## src/hdl/wrmse_pkg.sv

```systemverilog
// ============================================================================
// wrmse_pkg: shared types, constants and ROM builder for the weighted RGB
// mean-squared-error accumulator.
// ============================================================================
`default_nettype none

package wrmse_pkg;

	// Field and datapath widths
	localparam int FIELD_W     = 12;
	localparam int WIDE_W      = 16;
	localparam int WEIGHT_W    = 16;
	localparam int WEIGHT_FRAC = 14;
	localparam int MAG_W       = WIDE_W + WEIGHT_W;
	localparam int ERR_W       = MAG_W - WEIGHT_FRAC;
	localparam int SQ_W        = 2 * ERR_W;
	localparam int LANES       = 3;
	localparam int ADD_W       = SQ_W + 2;
	localparam int ACC_W       = 64;
	localparam int MEAN_W      = 40;
	localparam int OUT_CNT_W   = 32;
	localparam int CFG_W       = 16;
	localparam int CFG_IDX_W   = 2;
	localparam int S_DATA_W    = 2 * LANES * FIELD_W;
	localparam int M_DATA_W    = 80;
	localparam int M_PAD_W     = M_DATA_W - MEAN_W - OUT_CNT_W - 1;

	// Lane pipeline depth: ROM read, diff, weight, shift, square
	localparam int LANE_LAT = 5;

	// Rounding term for the floor toward minus infinity on negative diffs
	localparam logic [MAG_W:0] ROUND_ADD = (MAG_W + 1)'((1 << WEIGHT_FRAC) - 1);

	// Reset weight: 1.0 in Q2.14
	localparam logic [WEIGHT_W-1:0] WEIGHT_ONE = WEIGHT_W'(1 << WEIGHT_FRAC);

	typedef enum logic [CFG_IDX_W-1:0] {
		CFG_GAMMA        = 2'd0,
		CFG_WEIGHT_RED   = 2'd1,
		CFG_WEIGHT_GREEN = 2'd2,
		CFG_WEIGHT_BLUE  = 2'd3
	} cfg_idx_t;

	// Sideband that travels beside the lane pipeline
	typedef struct packed {
		logic valid;
		logic last;
	} beat_ctl_t;

	// Request from the accumulator to the divider
	typedef struct packed {
		logic start;
		logic sat;
	} div_req_t;

	// Elaboration-time helpers for the sRGB table
	// Shift-subtract long division, 128 by 64 bits
	function automatic logic [127:0] udiv128(input logic [127:0] num, input logic [63:0] den);
		logic [64:0]  rem;
		logic [127:0] quo;
		rem = '0;
		quo = '0;
		for (int k = 127; k >= 0; k--) begin
			rem = {rem[63:0], num[k]};
			if (rem >= {1'b0, den}) begin
				rem    = rem - {1'b0, den};
				quo[k] = 1'b1;
			end
		end
		return quo;
	endfunction

	// (a * b) >> 62 for Q62 operands
	function automatic logic [63:0] mul_q62(input logic [63:0] a, input logic [63:0] b);
		logic [127:0] p;
		p = {64'd0, a} * {64'd0, b};
		return p[125:62];
	endfunction

	function automatic logic [63:0] pow12_q62(input logic [63:0] u);
		logic [63:0] u2;
		logic [63:0] u4;
		logic [63:0] u8;
		u2 = mul_q62(u, u);
		u4 = mul_q62(u2, u2);
		u8 = mul_q62(u4, u4);
		return mul_q62(u8, u4);
	endfunction

	// One entry of round(65535 * srgb_encode(idx / max))
	function automatic logic [WIDE_W-1:0] srgb_entry(input logic [63:0] idx, input int chan_bits);
		logic [63:0]  maxv;
		logic [63:0]  x;
		logic [63:0]  lo;
		logic [63:0]  hi;
		logic [63:0]  mid;
		logic [63:0]  u2;
		logic [63:0]  u4;
		logic [63:0]  t32;
		logic [63:0]  num;
		logic [63:0]  sub;
		logic [127:0] xq;
		logic [127:0] y;
		maxv = (64'd1 << chan_bits) - 64'd1;
		if (idx * 64'd10000000 <= 64'd31308 * maxv) begin
			// linear segment
			y = udiv128(128'(64'd84671220 * idx + 64'd50 * maxv), 64'd100 * maxv);
		end else begin
			// power segment: x^(1/12) by bisection, then fifth power
			xq = udiv128({64'd0, idx} << 62, maxv);
			x  = xq[63:0];
			lo = 64'd0;
			hi = 64'd1 << 62;
			for (int k = 0; k < 68; k++) begin
				if (lo < hi) begin
					mid = lo + ((hi - lo + 64'd1) >> 1);
					if (pow12_q62(mid) <= x)
						lo = mid;
					else
						hi = mid - 64'd1;
				end
			end
			u2  = mul_q62(lo, lo);
			u4  = mul_q62(u2, u2);
			t32 = mul_q62(u4, lo) >> 30;
			num = 64'd69139425 * t32;
			sub = 64'd3604425 << 32;
			if (num <= sub)
				y = '0;
			else
				y = udiv128(128'(num - sub + (64'd500 << 32)), 64'd1000 << 32);
		end
		if (y > 128'd65535)
			return '1;
		return y[WIDE_W-1:0];
	endfunction

endpackage

`default_nettype wire

```

## src/hdl/wrmse_div.sv

```systemverilog
// ============================================================================
// wrmse_div: mean divider and result register
// Restoring division of the 64-bit sum by the pixel count, one quotient bit
// per cycle, then holds the result beat until it is taken.
// ============================================================================
`default_nettype none

module wrmse_div #(
	parameter int COUNT_BITS = 32
) (
	input  logic                          clk,
	input  logic                          arst_n,
	input  wrmse_pkg::div_req_t           req,
	input  logic [wrmse_pkg::ACC_W-1:0]   req_sum,
	input  logic [COUNT_BITS-1:0]         req_cnt,
	output logic                          res_valid,
	input  logic                          res_ready,
	output logic [wrmse_pkg::MEAN_W-1:0]  mean,
	output logic [COUNT_BITS-1:0]         count,
	output logic                          sat
);
	import wrmse_pkg::*;

	localparam int STEP_W = $clog2(ACC_W);

	typedef enum logic [2:0] {
		DIV_IDLE = 3'b001,
		DIV_RUN  = 3'b010,
		DIV_DONE = 3'b100
	} div_state_t;

	div_state_t            state_q;
	logic [STEP_W-1:0]     step_q;
	logic [ACC_W-1:0]      quo_q;
	logic [COUNT_BITS-1:0] rem_q;
	logic [COUNT_BITS-1:0] dvs_q;
	logic                  sat_q;
	logic [COUNT_BITS:0]   trial;
	logic                  fits;
	logic [COUNT_BITS:0]   trial_sub;

	// one restoring step
	assign trial     = {rem_q, quo_q[ACC_W-1]};
	assign fits      = trial >= {1'b0, dvs_q};
	assign trial_sub = trial - {1'b0, dvs_q};

	// control
	always_ff @(posedge clk or negedge arst_n) begin
		if (!arst_n) begin
			state_q <= DIV_IDLE;
			step_q  <= '0;
		end else begin
			case (state_q)
				DIV_IDLE: begin
					if (req.start) begin
						state_q <= DIV_RUN;
						step_q  <= STEP_W'(ACC_W - 1);
					end
				end
				DIV_RUN: begin
					step_q <= step_q - 1'b1;
					if (step_q == '0)
						state_q <= DIV_DONE;
				end
				DIV_DONE: begin
					if (res_ready)
						state_q <= DIV_IDLE;
				end
				default: state_q <= DIV_IDLE;
			endcase
		end
	end

	// dividend shifts out as the quotient shifts in
	always_ff @(posedge clk) begin
		if (state_q == DIV_IDLE && req.start) begin
			quo_q <= req_sum;
			rem_q <= '0;
			dvs_q <= req_cnt;
			sat_q <= req.sat;
		end else if (state_q == DIV_RUN) begin
			quo_q <= {quo_q[ACC_W-2:0], fits};
			rem_q <= fits ? trial_sub[COUNT_BITS-1:0] : trial[COUNT_BITS-1:0];
		end
	end

	// clamp to the output width; empty count reads as zero
	always_comb begin
		if (dvs_q == '0)
			mean = '0;
		else if (|quo_q[ACC_W-1:MEAN_W])
			mean = '1;
		else
			mean = quo_q[MEAN_W-1:0];
	end

	assign res_valid = (state_q == DIV_DONE);
	assign count     = dvs_q;
	assign sat       = sat_q;

endmodule

`default_nettype wire

```

## config.mk

```make
export PLATFORM = sky130hd
export DESIGN_NAME = wrmse_div
export DESIGN_NICKNAME = d
export VERILOG_FILES = /design/src/hdl/wrmse_pkg.sv /design/src/hdl/wrmse_div.sv
export SDC_FILE = /design/constraint.sdc
export NUM_CORES = 1
export LEC_CHECK = 0
export ABC_AREA = 1
export BUFFER_PORTS_ARGS = -buffer_cell sky130_fd_sc_hd__buf_2
export CAP_MARGIN = 0
export CORE_ASPECT_RATIO = 1.1
export CORE_MARGIN = 8
export CORE_UTILIZATION = 45
export CTS_BUF_LIST = sky130_fd_sc_hd__clkbuf_8 sky130_fd_sc_hd__clkbuf_16
export DETAILED_ROUTE_END_ITERATION = 7
export GPL_TIMING_DRIVEN = 0
export PLACE_DENSITY = 0.67
export REMOVE_ABC_BUFFERS = 1
export SYNTH_ARGS = -nofsm -noshare
export SYNTH_HDL_FRONTEND = slang
export SYNTH_SLANG_ARGS = --single-unit
```

## constraint.sdc

```tcl
create_clock -name clk -period 5.55 [get_ports clk]
set_clock_uncertainty 0.05 [all_clocks]
set_input_delay 0.8325 -clock clk [delete_from_list [all_inputs] [get_ports clk]]
set_output_delay 0.8325 -clock clk [all_outputs]
set_load 0.005 [all_outputs]
```

==> metrics.txt <==
met3 routed WL 1574 um; combinational family with the most area after synthesis simple AND/OR/NAND/NOR gates; post-synth top area share 31.71%; die area 25250 sq um; Skew-Pair Late Insertion Delay 420 ps; Crit-path slowest cell nor4_1; Crit Path Class register to output pin; Starting Density 45.25%; wire length per cell 14.82 um; core footprint 20300 sq um; final period utilization about two thirds; P per Cell Area 456.0 nW/um^2; vias per cell a little under 5; Yosys reg bits 138; Die Span Y approximately 170 um; Async SR Flop Fraction 6.522%; Most used DFF post-synth edfxtp_1; Post-CTS Repair Setup Buffers 0; largest net degree at the start of global routing 109; post-synthesis cell area a little over 9000 sq um; # IOs 175; Startpoint Class register; status completed; TritonCTS clock tree yes; Total Routing Usage GR approximately a fifth; leading area contributor after synthesis edfxtp_1; Simple-Gate Fraction of Synth Area 32.89%; global-route wire length before repair 42420 um; post-cts sizing count 0; GPL Wtd Cong ~0.92; ranking of synthesized cells by area edfxtp_1 32%, nand2_1 18%, inv_1 10%; Final ANT Viol Nets 0; most numerous cell in the Yosys netlist nand2_1; worst path buffer plus inverter count 5; Max Root-Sink Buffers 2; wirelength, routed 25570 um; Post-Syn Instances 1292; Pwr Total 5.000 mW; Synth Area in XOR/XNOR 1.335%; crit-path cells inv_1 > nand4_1 > nor4_1 > nand4_1 > buf_8 > buf_8 > nand2_1 > inv_1 > buf_2; worst relative slew slack 37.48%; Slew @ Worst Pin 930.0 ps; crit-path max cell delay around 800 ps; M1 WL 11060 um; Seq/Total Area, Yosys 41.15%; final setup vio count 0; mux share of post-synthesis cell area 0%; syn_area_per_cell around 7 sq um; post-synthesis compound-gate area fraction between 5 and 6%; Slew Limit Fails 0; DP Area 10330 sq um; critical path depth 9; peak supply drop between 0.00015 and 0.0002 V; Max-Cap Viols 0; Core Rows 55; WP data arrival 2820 ps; EDFF count, synth 97; # DRC 0; initial antenna violation count 5; CP required 4670 ps; final hold vios 0; I/O Buffers 174; First-pass DRT Iterations 5; layout cells sized above 1 18.39%; TritonCTS buffer count 17; vias in the first global route 8657; hold slack between 200 and 250 ps; Worst-path clk slew 70 ps; RSZ-0062 raised after global routing no; DR top layer met5; crit path max fanout 21; die width 152.2 um; grt ovf 0; Sink Count 138; Syn-to-layout area delta 19.35%; CTS H-Tree Depth 4; Adder-Cell Fraction of Synth Area 4.849%; Root Buffer clkbuf_16; met2 wire len 12320 um; Post-DP HPWL between 15000 and 20000 um; cell family with the largest share of critical-path delay simple AND/OR/NAND/NOR gates; Synth cell types 45; Worst Setup End Kind output pin; DR iter-0 viols roughly 440; fin area 10960 sq um; leakage 5.670 nW; min Tclk post-route 3701 ps; fin nets 1591; Hold-fix buffers, CTS 0; maximum clock rate 270.2 MHz; Worst Hold Class input pin to async pin; number of warnings issued by yosys 0; Vias roughly 8500; Reg2Reg Depth 8; Post-synth top cells 439 x nand2_1, 256 x inv_1, 124 x nand3_1
## flip-flops by register name (all words and copies together) (netlist names)
name and flops:
quo_q 64, count 32, rem_q 32, step_q 6
state_q 3, sat 1
## cell families after synthesis
family | Yosys count
xor+xnor | 14
buf+inv | 320
simple gates | 682
compound gates | 103
flops | 138
fa+ha+maj | 35
## power breakdown
part / total (mW) / switching (mW) / internal (mW)
Clock: 1.19 / 0.507 / 0.682
Combinational: 2.01 / 1.34 / 0.663
Sequential: 1.80 / 0.168 / 1.64
## cells in the final DEF, fill, tap and decap left out, types with 3 or more instances in the layout
cell type  netlist  routed
nand2_2         11      11
nand3_2          5       5
nor3_1           4       4
a21oi_1         17      17
clkinv_1         5       5
nor4_1           9       8
nor2_1          42      41
nor2_4           3       3
nand4_1         15      15
buf_8            0       4
buf_2           13     175
o21bai_1         4       4
buf_4            4       3
o21ai_1         11      11
inv_2           17      16
dfxtp_1         32      32
dfrtp_1          8       8
edfxtp_1        97      97
nand3_1        124     124
inv_1          256     256
nor3_2           3       3
and2_1           5       5
o21ai_0         63      63
inv_8            0       5
nor2_2           2       3
clkbuf_16        0      17
xnor2_1         13      13
buf_16           0       3
nand2_1        439     439
nand3b_1        13      13
clkinv_4         0       5
ha_1            34      34
## area by class of cell
class,count,area [sq um]
Antenna cell,1,2.502
Clock buffer,17,425.4
Clock inverter,15,181.4
Fill cell,1988,9336
Inverter,278,1049
Multi-Input combinational cell,834,4154
Sequential cell,138,3780
Tap cell,256,320.3
Timing Repair Buffer,186,1052
## path summary, 6_finish.rpt
kind / from / end / slack, ps
worst max-delay path: count[12]$_DFFE_PP_ / mean[25] / 1850
worst min-delay path: arst_n / step_q[2]$_DFFE_PN0P_ / 200
worst max register to register: state_q[0]$_DFFE_PN1P_ / quo_q[62]$_DFFE_PP_ / 2260
worst min register to register: rem_q[15]$_SDFFE_PP0P_ / rem_q[15]$_SDFFE_PP0P_ / 420
max in group asynchronous: arst_n / state_q[0]$_DFFE_PN1P_ / 5000
min in group clk: rem_q[15]$_SDFFE_PP0P_ / rem_q[15]$_SDFFE_PP0P_ / 420
## through the flow
step	setup WS (ps)	util [%]	cells	setup TNS, ps
after floorplan	536.4	-	1250	0
after global placement	-1990	50.00	1680	-197140
after global routing	1591	54.01	1725	0
after CTS	1780	53.86	1723	0
final	1849	54.01	1725	0
after detailed placement	2043	50.87	1691	0
## layer usage
layer  vias up  GRT usage (%)
met5         -              0
met4         6          6.916
met3        39          5.518
met2       250          35.56
met1      3813          23.77
li1       4357              -
(Power assumes the default switching activity.)
