===== config.mk =====
export PLATFORM = sky130hd
export DESIGN_NAME = wrmse_merge
export DESIGN_NICKNAME = d
export VERILOG_FILES = /design/src/hdl/wrmse_pkg.sv /design/src/hdl/wrmse_merge.sv
export SDC_FILE = /design/constraint.sdc
export NUM_CORES = 1
export LEC_CHECK = 0
export BUFFER_PORTS_ARGS = -buffer_cell sky130_fd_sc_hd__buf_2
export CORE_MARGIN = 3
export CORE_UTILIZATION = 47
export CTS_CLUSTER_DIAMETER = 60
export DETAILED_ROUTE_END_ITERATION = 7
export PLACE_DENSITY_LB_ADDON = 0.1
export SYNTH_ARGS = -nofsm -noshare
export SYNTH_HDL_FRONTEND = slang
export SYNTH_SLANG_ARGS = --single-unit
export TNS_END_PERCENT = 100

===== constraint.sdc =====
create_clock -name clk -period 8.65 [get_ports clk]
set_input_delay 1.2975 -clock clk [delete_from_list [all_inputs] [get_ports clk]]
set_output_delay 1.2975 -clock clk [all_outputs]
set_load 0.02 [all_outputs]

===== src/hdl/wrmse_pkg.sv =====
// ============================================================================
// wrmse_pkg: shared types, constants and ROM builder for the weighted RGB
// mean-squared-error accumulator.
// ============================================================================
`default_nettype none

package wrmse_pkg;

	// Field and datapath widths
	localparam int FIELD_W     = 12;
	localparam int WIDE_W      = 16;
	localparam int WEIGHT_W    = 16;
	localparam int WEIGHT_FRAC = 14;
	localparam int MAG_W       = WIDE_W + WEIGHT_W;
	localparam int ERR_W       = MAG_W - WEIGHT_FRAC;
	localparam int SQ_W        = 2 * ERR_W;
	localparam int LANES       = 3;
	localparam int ADD_W       = SQ_W + 2;
	localparam int ACC_W       = 64;
	localparam int MEAN_W      = 40;
	localparam int OUT_CNT_W   = 32;
	localparam int CFG_W       = 16;
	localparam int CFG_IDX_W   = 2;
	localparam int S_DATA_W    = 2 * LANES * FIELD_W;
	localparam int M_DATA_W    = 80;
	localparam int M_PAD_W     = M_DATA_W - MEAN_W - OUT_CNT_W - 1;

	// Lane pipeline depth: ROM read, diff, weight, shift, square
	localparam int LANE_LAT = 5;

	// Rounding term for the floor toward minus infinity on negative diffs
	localparam logic [MAG_W:0] ROUND_ADD = (MAG_W + 1)'((1 << WEIGHT_FRAC) - 1);

	// Reset weight: 1.0 in Q2.14
	localparam logic [WEIGHT_W-1:0] WEIGHT_ONE = WEIGHT_W'(1 << WEIGHT_FRAC);

	typedef enum logic [CFG_IDX_W-1:0] {
		CFG_GAMMA        = 2'd0,
		CFG_WEIGHT_RED   = 2'd1,
		CFG_WEIGHT_GREEN = 2'd2,
		CFG_WEIGHT_BLUE  = 2'd3
	} cfg_idx_t;

	// Sideband that travels beside the lane pipeline
	typedef struct packed {
		logic valid;
		logic last;
	} beat_ctl_t;

	// Request from the accumulator to the divider
	typedef struct packed {
		logic start;
		logic sat;
	} div_req_t;

	// Elaboration-time helpers for the sRGB table
	// Shift-subtract long division, 128 by 64 bits
	function automatic logic [127:0] udiv128(input logic [127:0] num, input logic [63:0] den);
		logic [64:0]  rem;
		logic [127:0] quo;
		rem = '0;
		quo = '0;
		for (int k = 127; k >= 0; k--) begin
			rem = {rem[63:0], num[k]};
			if (rem >= {1'b0, den}) begin
				rem    = rem - {1'b0, den};
				quo[k] = 1'b1;
			end
		end
		return quo;
	endfunction

	// (a * b) >> 62 for Q62 operands
	function automatic logic [63:0] mul_q62(input logic [63:0] a, input logic [63:0] b);
		logic [127:0] p;
		p = {64'd0, a} * {64'd0, b};
		return p[125:62];
	endfunction

	function automatic logic [63:0] pow12_q62(input logic [63:0] u);
		logic [63:0] u2;
		logic [63:0] u4;
		logic [63:0] u8;
		u2 = mul_q62(u, u);
		u4 = mul_q62(u2, u2);
		u8 = mul_q62(u4, u4);
		return mul_q62(u8, u4);
	endfunction

	// One entry of round(65535 * srgb_encode(idx / max))
	function automatic logic [WIDE_W-1:0] srgb_entry(input logic [63:0] idx, input int chan_bits);
		logic [63:0]  maxv;
		logic [63:0]  x;
		logic [63:0]  lo;
		logic [63:0]  hi;
		logic [63:0]  mid;
		logic [63:0]  u2;
		logic [63:0]  u4;
		logic [63:0]  t32;
		logic [63:0]  num;
		logic [63:0]  sub;
		logic [127:0] xq;
		logic [127:0] y;
		maxv = (64'd1 << chan_bits) - 64'd1;
		if (idx * 64'd10000000 <= 64'd31308 * maxv) begin
			// linear segment
			y = udiv128(128'(64'd84671220 * idx + 64'd50 * maxv), 64'd100 * maxv);
		end else begin
			// power segment: x^(1/12) by bisection, then fifth power
			xq = udiv128({64'd0, idx} << 62, maxv);
			x  = xq[63:0];
			lo = 64'd0;
			hi = 64'd1 << 62;
			for (int k = 0; k < 68; k++) begin
				if (lo < hi) begin
					mid = lo + ((hi - lo + 64'd1) >> 1);
					if (pow12_q62(mid) <= x)
						lo = mid;
					else
						hi = mid - 64'd1;
				end
			end
			u2  = mul_q62(lo, lo);
			u4  = mul_q62(u2, u2);
			t32 = mul_q62(u4, lo) >> 30;
			num = 64'd69139425 * t32;
			sub = 64'd3604425 << 32;
			if (num <= sub)
				y = '0;
			else
				y = udiv128(128'(num - sub + (64'd500 << 32)), 64'd1000 << 32);
		end
		if (y > 128'd65535)
			return '1;
		return y[WIDE_W-1:0];
	endfunction

endpackage

`default_nettype wire


===== src/hdl/wrmse_merge.sv =====
// ============================================================================
// wrmse_merge: lane merge and image accumulator
// Adds the lane squares, accumulates into a saturating sum, counts pixels,
// and on a last beat hands the totals to the divider and clears.
// ============================================================================
`default_nettype none

module wrmse_merge #(
	parameter int COUNT_BITS = 32
) (
	input  logic                                              clk,
	input  logic                                              arst_n,
	input  wrmse_pkg::beat_ctl_t                              ctl,
	input  logic [wrmse_pkg::LANES-1:0][wrmse_pkg::SQ_W-1:0]  sq,
	output wrmse_pkg::div_req_t                               req,
	output logic [wrmse_pkg::ACC_W-1:0]                       req_sum,
	output logic [COUNT_BITS-1:0]                             req_cnt
);
	import wrmse_pkg::*;

	beat_ctl_t          ctl_s6;
	logic [ADD_W-1:0]   add_sum;
	logic [ADD_W-1:0]   add_s6;
	logic [ACC_W-1:0]   sum_q;
	logic [COUNT_BITS-1:0] cnt_q;
	logic               sat_q;
	logic [ACC_W:0]     sum_ext;
	logic [ACC_W-1:0]   sum_nxt;
	logic [COUNT_BITS-1:0] cnt_nxt;
	logic               cnt_full;
	logic               sat_nxt;
	div_req_t           req_q;
	logic [ACC_W-1:0]   req_sum_q;
	logic [COUNT_BITS-1:0] req_cnt_q;

	// lane adder tree
	always_comb begin
		add_sum = '0;
		for (int l = 0; l < LANES; l++)
			add_sum = add_sum + ADD_W'(sq[l]);
	end

	always_ff @(posedge clk or negedge arst_n) begin
		if (!arst_n)
			ctl_s6 <= '0;
		else
			ctl_s6 <= ctl;
	end

	always_ff @(posedge clk) begin
		add_s6 <= add_sum;
	end

	// saturating update of sum and count
	assign sum_ext  = {1'b0, sum_q} + (ACC_W + 1)'(add_s6);
	assign sum_nxt  = sum_ext[ACC_W] ? '1 : sum_ext[ACC_W-1:0];
	assign cnt_full = &cnt_q;
	assign cnt_nxt  = cnt_full ? cnt_q : cnt_q + 1'b1;
	assign sat_nxt  = sat_q | sum_ext[ACC_W] | cnt_full;

	always_ff @(posedge clk or negedge arst_n) begin
		if (!arst_n) begin
			sum_q <= '0;
			cnt_q <= '0;
			sat_q <= 1'b0;
			req_q <= '0;
		end else begin
			req_q.start <= ctl_s6.valid & ctl_s6.last;
			req_q.sat   <= sat_nxt;
			if (ctl_s6.valid) begin
				if (ctl_s6.last) begin
					sum_q <= '0;
					cnt_q <= '0;
					sat_q <= 1'b0;
				end else begin
					sum_q <= sum_nxt;
					cnt_q <= cnt_nxt;
					sat_q <= sat_nxt;
				end
			end
		end
	end

	// totals of the closing image
	always_ff @(posedge clk) begin
		req_sum_q <= sum_nxt;
		req_cnt_q <= cnt_nxt;
	end

	assign req     = req_q;
	assign req_sum = req_sum_q;
	assign req_cnt = req_cnt_q;

endmodule

`default_nettype wire


==> flow_metrics.tcl <==
set metrics [dict create \
    status "finished, final reports clean" \
    layout.nets 1824 \
    report.final.slew_viol_count 0 \
    rr_endpoint "sum_q[15]" \
    cp-start-kind "primary input" \
    setup_viol 0 \
    cts_resized 0 \
    antenna_cells 0 \
    p_sw_frac 0.405 \
    syn-num-nets 1652 \
    htreeDepth 1 \
    vias 11200 \
    tritoncts "yes" \
    power_density_mw_per_mm2 324 \
    path_clk_slew_ns 0.06 \
    drc 0 \
    wl_per_cell_um 16.4 \
    worst_setup_path_end_kind "flip-flop" \
    postSynthCellCount 1428 \
    via_per_inst 5.58 \
    cts_hold_buffers 0 \
    initial_core_util 0.482 \
    numCtsBuffers 25 \
    hold_end "req_sum[53]" \
    power_frac_seq 0.298 \
    grt_pass1_wl_um 54100 \
    drt_iter0_markers 748 \
    firstDrtPassIters 5 \
    async_reset_ff_frac 0.430 \
    place_area_mm2 0.0148 \
    timing.final.crit_share 0.523 \
    critPathArrivalTime_ns 4.99 \
    synth_cell_types 80 \
    antenna_found_initial 0 \
    synthToLayoutAreaGrowth_pct 16.1 \
    worstSetupPathType "primary input to flip-flop" \
    drt_wl_total_um 32700 \
    synth_edf_count 0 \
    hp-start "sum_q[53]" \
    numPortBuffers 209 \
    synth_compound_area_frac 0.216 \
    finalWorstSetupSlack_ns 4.12 \
    finalPower_mw 5.07 \
    ff2ff_setup_slack_ns 4.51 \
    leakage_nw 7.26 \
    cts_root_buf "clkbuf_16" \
    dpl.cell_count 1951 \
    grt_pass1_vias 10800 \
    grt.total_usage 0.209 \
    die_area_mm2 0.0308 \
    hold_viol_final 0 \
    holdCritPathClass "flip-flop to flip-flop" \
    place_congestion 0.875 \
    finalSetupTns_ns 0 \
    cts_max_path_buffers 3 \
    synth-main-ff-cell "dfxtp_1" \
    clock_latency_ns 0.53 \
    synth_top_family_by_area "compound AO/OA/AOI/OAI gates" \
    required_ns 9.11 \
    fin_area_mm2 0.0157 \
    die_x_um 175 \
    yosysSeqAreaShare 0.386 \
    maxSlewHeadroom 0.196 \
    p_int_mw 3.02 \
    pwr-share-clk 0.224 \
    grt_max_degree 88 \
    cap_violations 0 \
    yosysWarnings 0 \
    post-place-ws_ns 3.62 \
    hpwl_um 23900 \
    cts.sinks 235 \
    ys_ff_latch 235 \
    die_h_um 175 \
    combPwrFrac 0.478 \
    r2r_cells 11 \
    p_sw_mw 2.06 \
    core.rowCount 61 \
    rsz0062_at_grt "no" \
    synth_xor_area_frac 0.0668 \
    fin_cells 1997 \
    post-cts-setup-buffers 0 \
    period_needed_ns 4.53 \
    antenna_left 0 \
    final_layout_size_suffix_gt1_frac 0.182 \
    ios 210 \
    fillCellCount 2552 \
    reg2reg_from "sum_q[0]" \
    grt_overflow_total 0 \
    clock-skew-final_ns 0.00988 \
    synthAdderAreaFrac 0.125 \
    max-vdd-ir-drop_v 0.000155 \
    worstMarginPinSlew_ns 1.18 \
    core_mm2 0.0280 \
    synth_area_per_cell_um2 9.45 \
    muxShareOfSynthArea 0.0181 \
    clock.fmax_mhz 221 \
    synthesis.area_mm2 0.0135 \
    path_max_fanout 5 \
    hold_path_depth 1 \
    yosys.area_share.simple 0.158 \
]
placed cells by master, fill, tap and decap left out, drive strengths merged, types with 12 or more instances in the layout:
master	n
o21ai	61
nand2	127
nand3	35
a22o	40
a211oi	16
and4	12
a31oi	25
mux2i	21
xor2	38
ha	74
and2	12
buf	215
nor4	14
and3	24
o2bb2ai	22
nand4	22
a21oi	117
nor3	36
xnor2	65
a21o	50
fa	38
clkbuf	31
nor2	97
inv	38
dfrtp	101
dfxtp	134
cell families (layout without fill, tap and decap cells):
kind of cell | count (synthesis) | after routing
muxes | 24 | 24
buffers and inverters | 105 | 296
AOI/OAI and AO/OA | 422 | 422
DFF | 235 | 235
xor gates and xnor gates | 103 | 103
and+or+nand+nor | 427 | 427
adders and majority gates | 112 | 112
power by group through the flow:
stage	Combinational, mW	Sequential, mW	Clock, mW
floorplan	1.71	1.60	0
global placement	2.39	1.53	0
detailed placement	2.40	1.53	0
CTS	2.43	1.51	1.17
global route	2.71	1.54	1.21
finish	2.43	1.51	1.14
cell usage after synthesis (16+ instances only):
library cell  number  area, um^2
mux2i_1           21         210
nor2_1            96         360
xnor2_1           65         569
a211oi_1          16         120
ha_1              74         926
nand3_1           35         175
a31oi_1           25         156
o21ai_0           56         280
inv_1             35         131
fa_1              38         761
o2bb2ai_1         22         193
a21oi_1          116         581
nand2_1          127         477
and3_1            24         150
dfxtp_1          134        2680
nand4_1           22         138
dfrtp_1          101        2530
clkbuf_1          54         203
xor2_1            38         333
a21o_1            50         375
nor3_1            32         160
a22o_1            40         350
worst max-delay path: stages:
cell,delay (ns)
buf_2,0.11
fa_1,0.47
ha_1,0.23
inv_1,0.07
fa_1,0.20
nor2b_1,0.08
o31a_1,0.27
o311ai_0,0.63
a41oi_1,0.29
o21ai_1,0.35
a31oi_1,0.23
or4b_2,0.64
nand3_1,0.11
area by class of cell:
| type | count | area [um^2] | share of cell area |
|---|---|---|---|
| multi-input cells | 1088 | 7880 | 0.503 |
| flip-flops and latches | 235 | 5210 | 0.332 |
| repair buffers | 215 | 1090 | 0.0698 |
| clock buffers | 31 | 658 | 0.0420 |
| well taps | 378 | 473 | 0.0302 |
| clock inverters | 15 | 229 | 0.0146 |
| inverters | 35 | 131 | 0.00838 |
sequential cells by signal (all words and copies together) (netlist names):
signal and flops:
add_s6 38, req 2, sat_q 1, ctl_s6 2, cnt_q 32, req_sum 64, sum_q 64, req_cnt 32
how the worst max path moves through the flow:
stage | start | to | depth (start not counted)
after floorplan | sq[1] | add_s6[27] | 12
after global placement | sq[1] | add_s6[27] | 13
after detailed placement | sq[1] | add_s6[27] | 13
after CTS | sq[1] | add_s6[27] | 13
after global routing | sq[1] | add_s6[27] | 13
final | sq[1] | add_s6[27] | 13
layer usage:
| metal | routed length (um) | vias up | part of all wire | track usage |
|---|---|---|---|---|
| met4 | 649 | 0 | 0.020 | 0.0525 |
| met3 | 1770 | 40 | 0.054 | 0.0281 |
| li1 | - | 5574 | - | - |
| met5 | 0 | - | 0 | 0 |
| met1 | 15700 | 5242 | 0.48 | 0.298 |
| met2 | 14600 | 296 | 0.45 | 0.338 |
through the flow:
| step | hold slack [ns] | utilization |
|---|---|---|
| after floorplan | 0.420 | - |
| after global placement | 0.462 | 0.528 |
| after detailed placement | 0.473 | 0.528 |
| after CTS | 0.483 | 0.560 |
| after global routing | 0.506 | 0.560 |
| final | 0.498 | 0.560 |
Note: power is estimated with default switching activity, not from simulation.
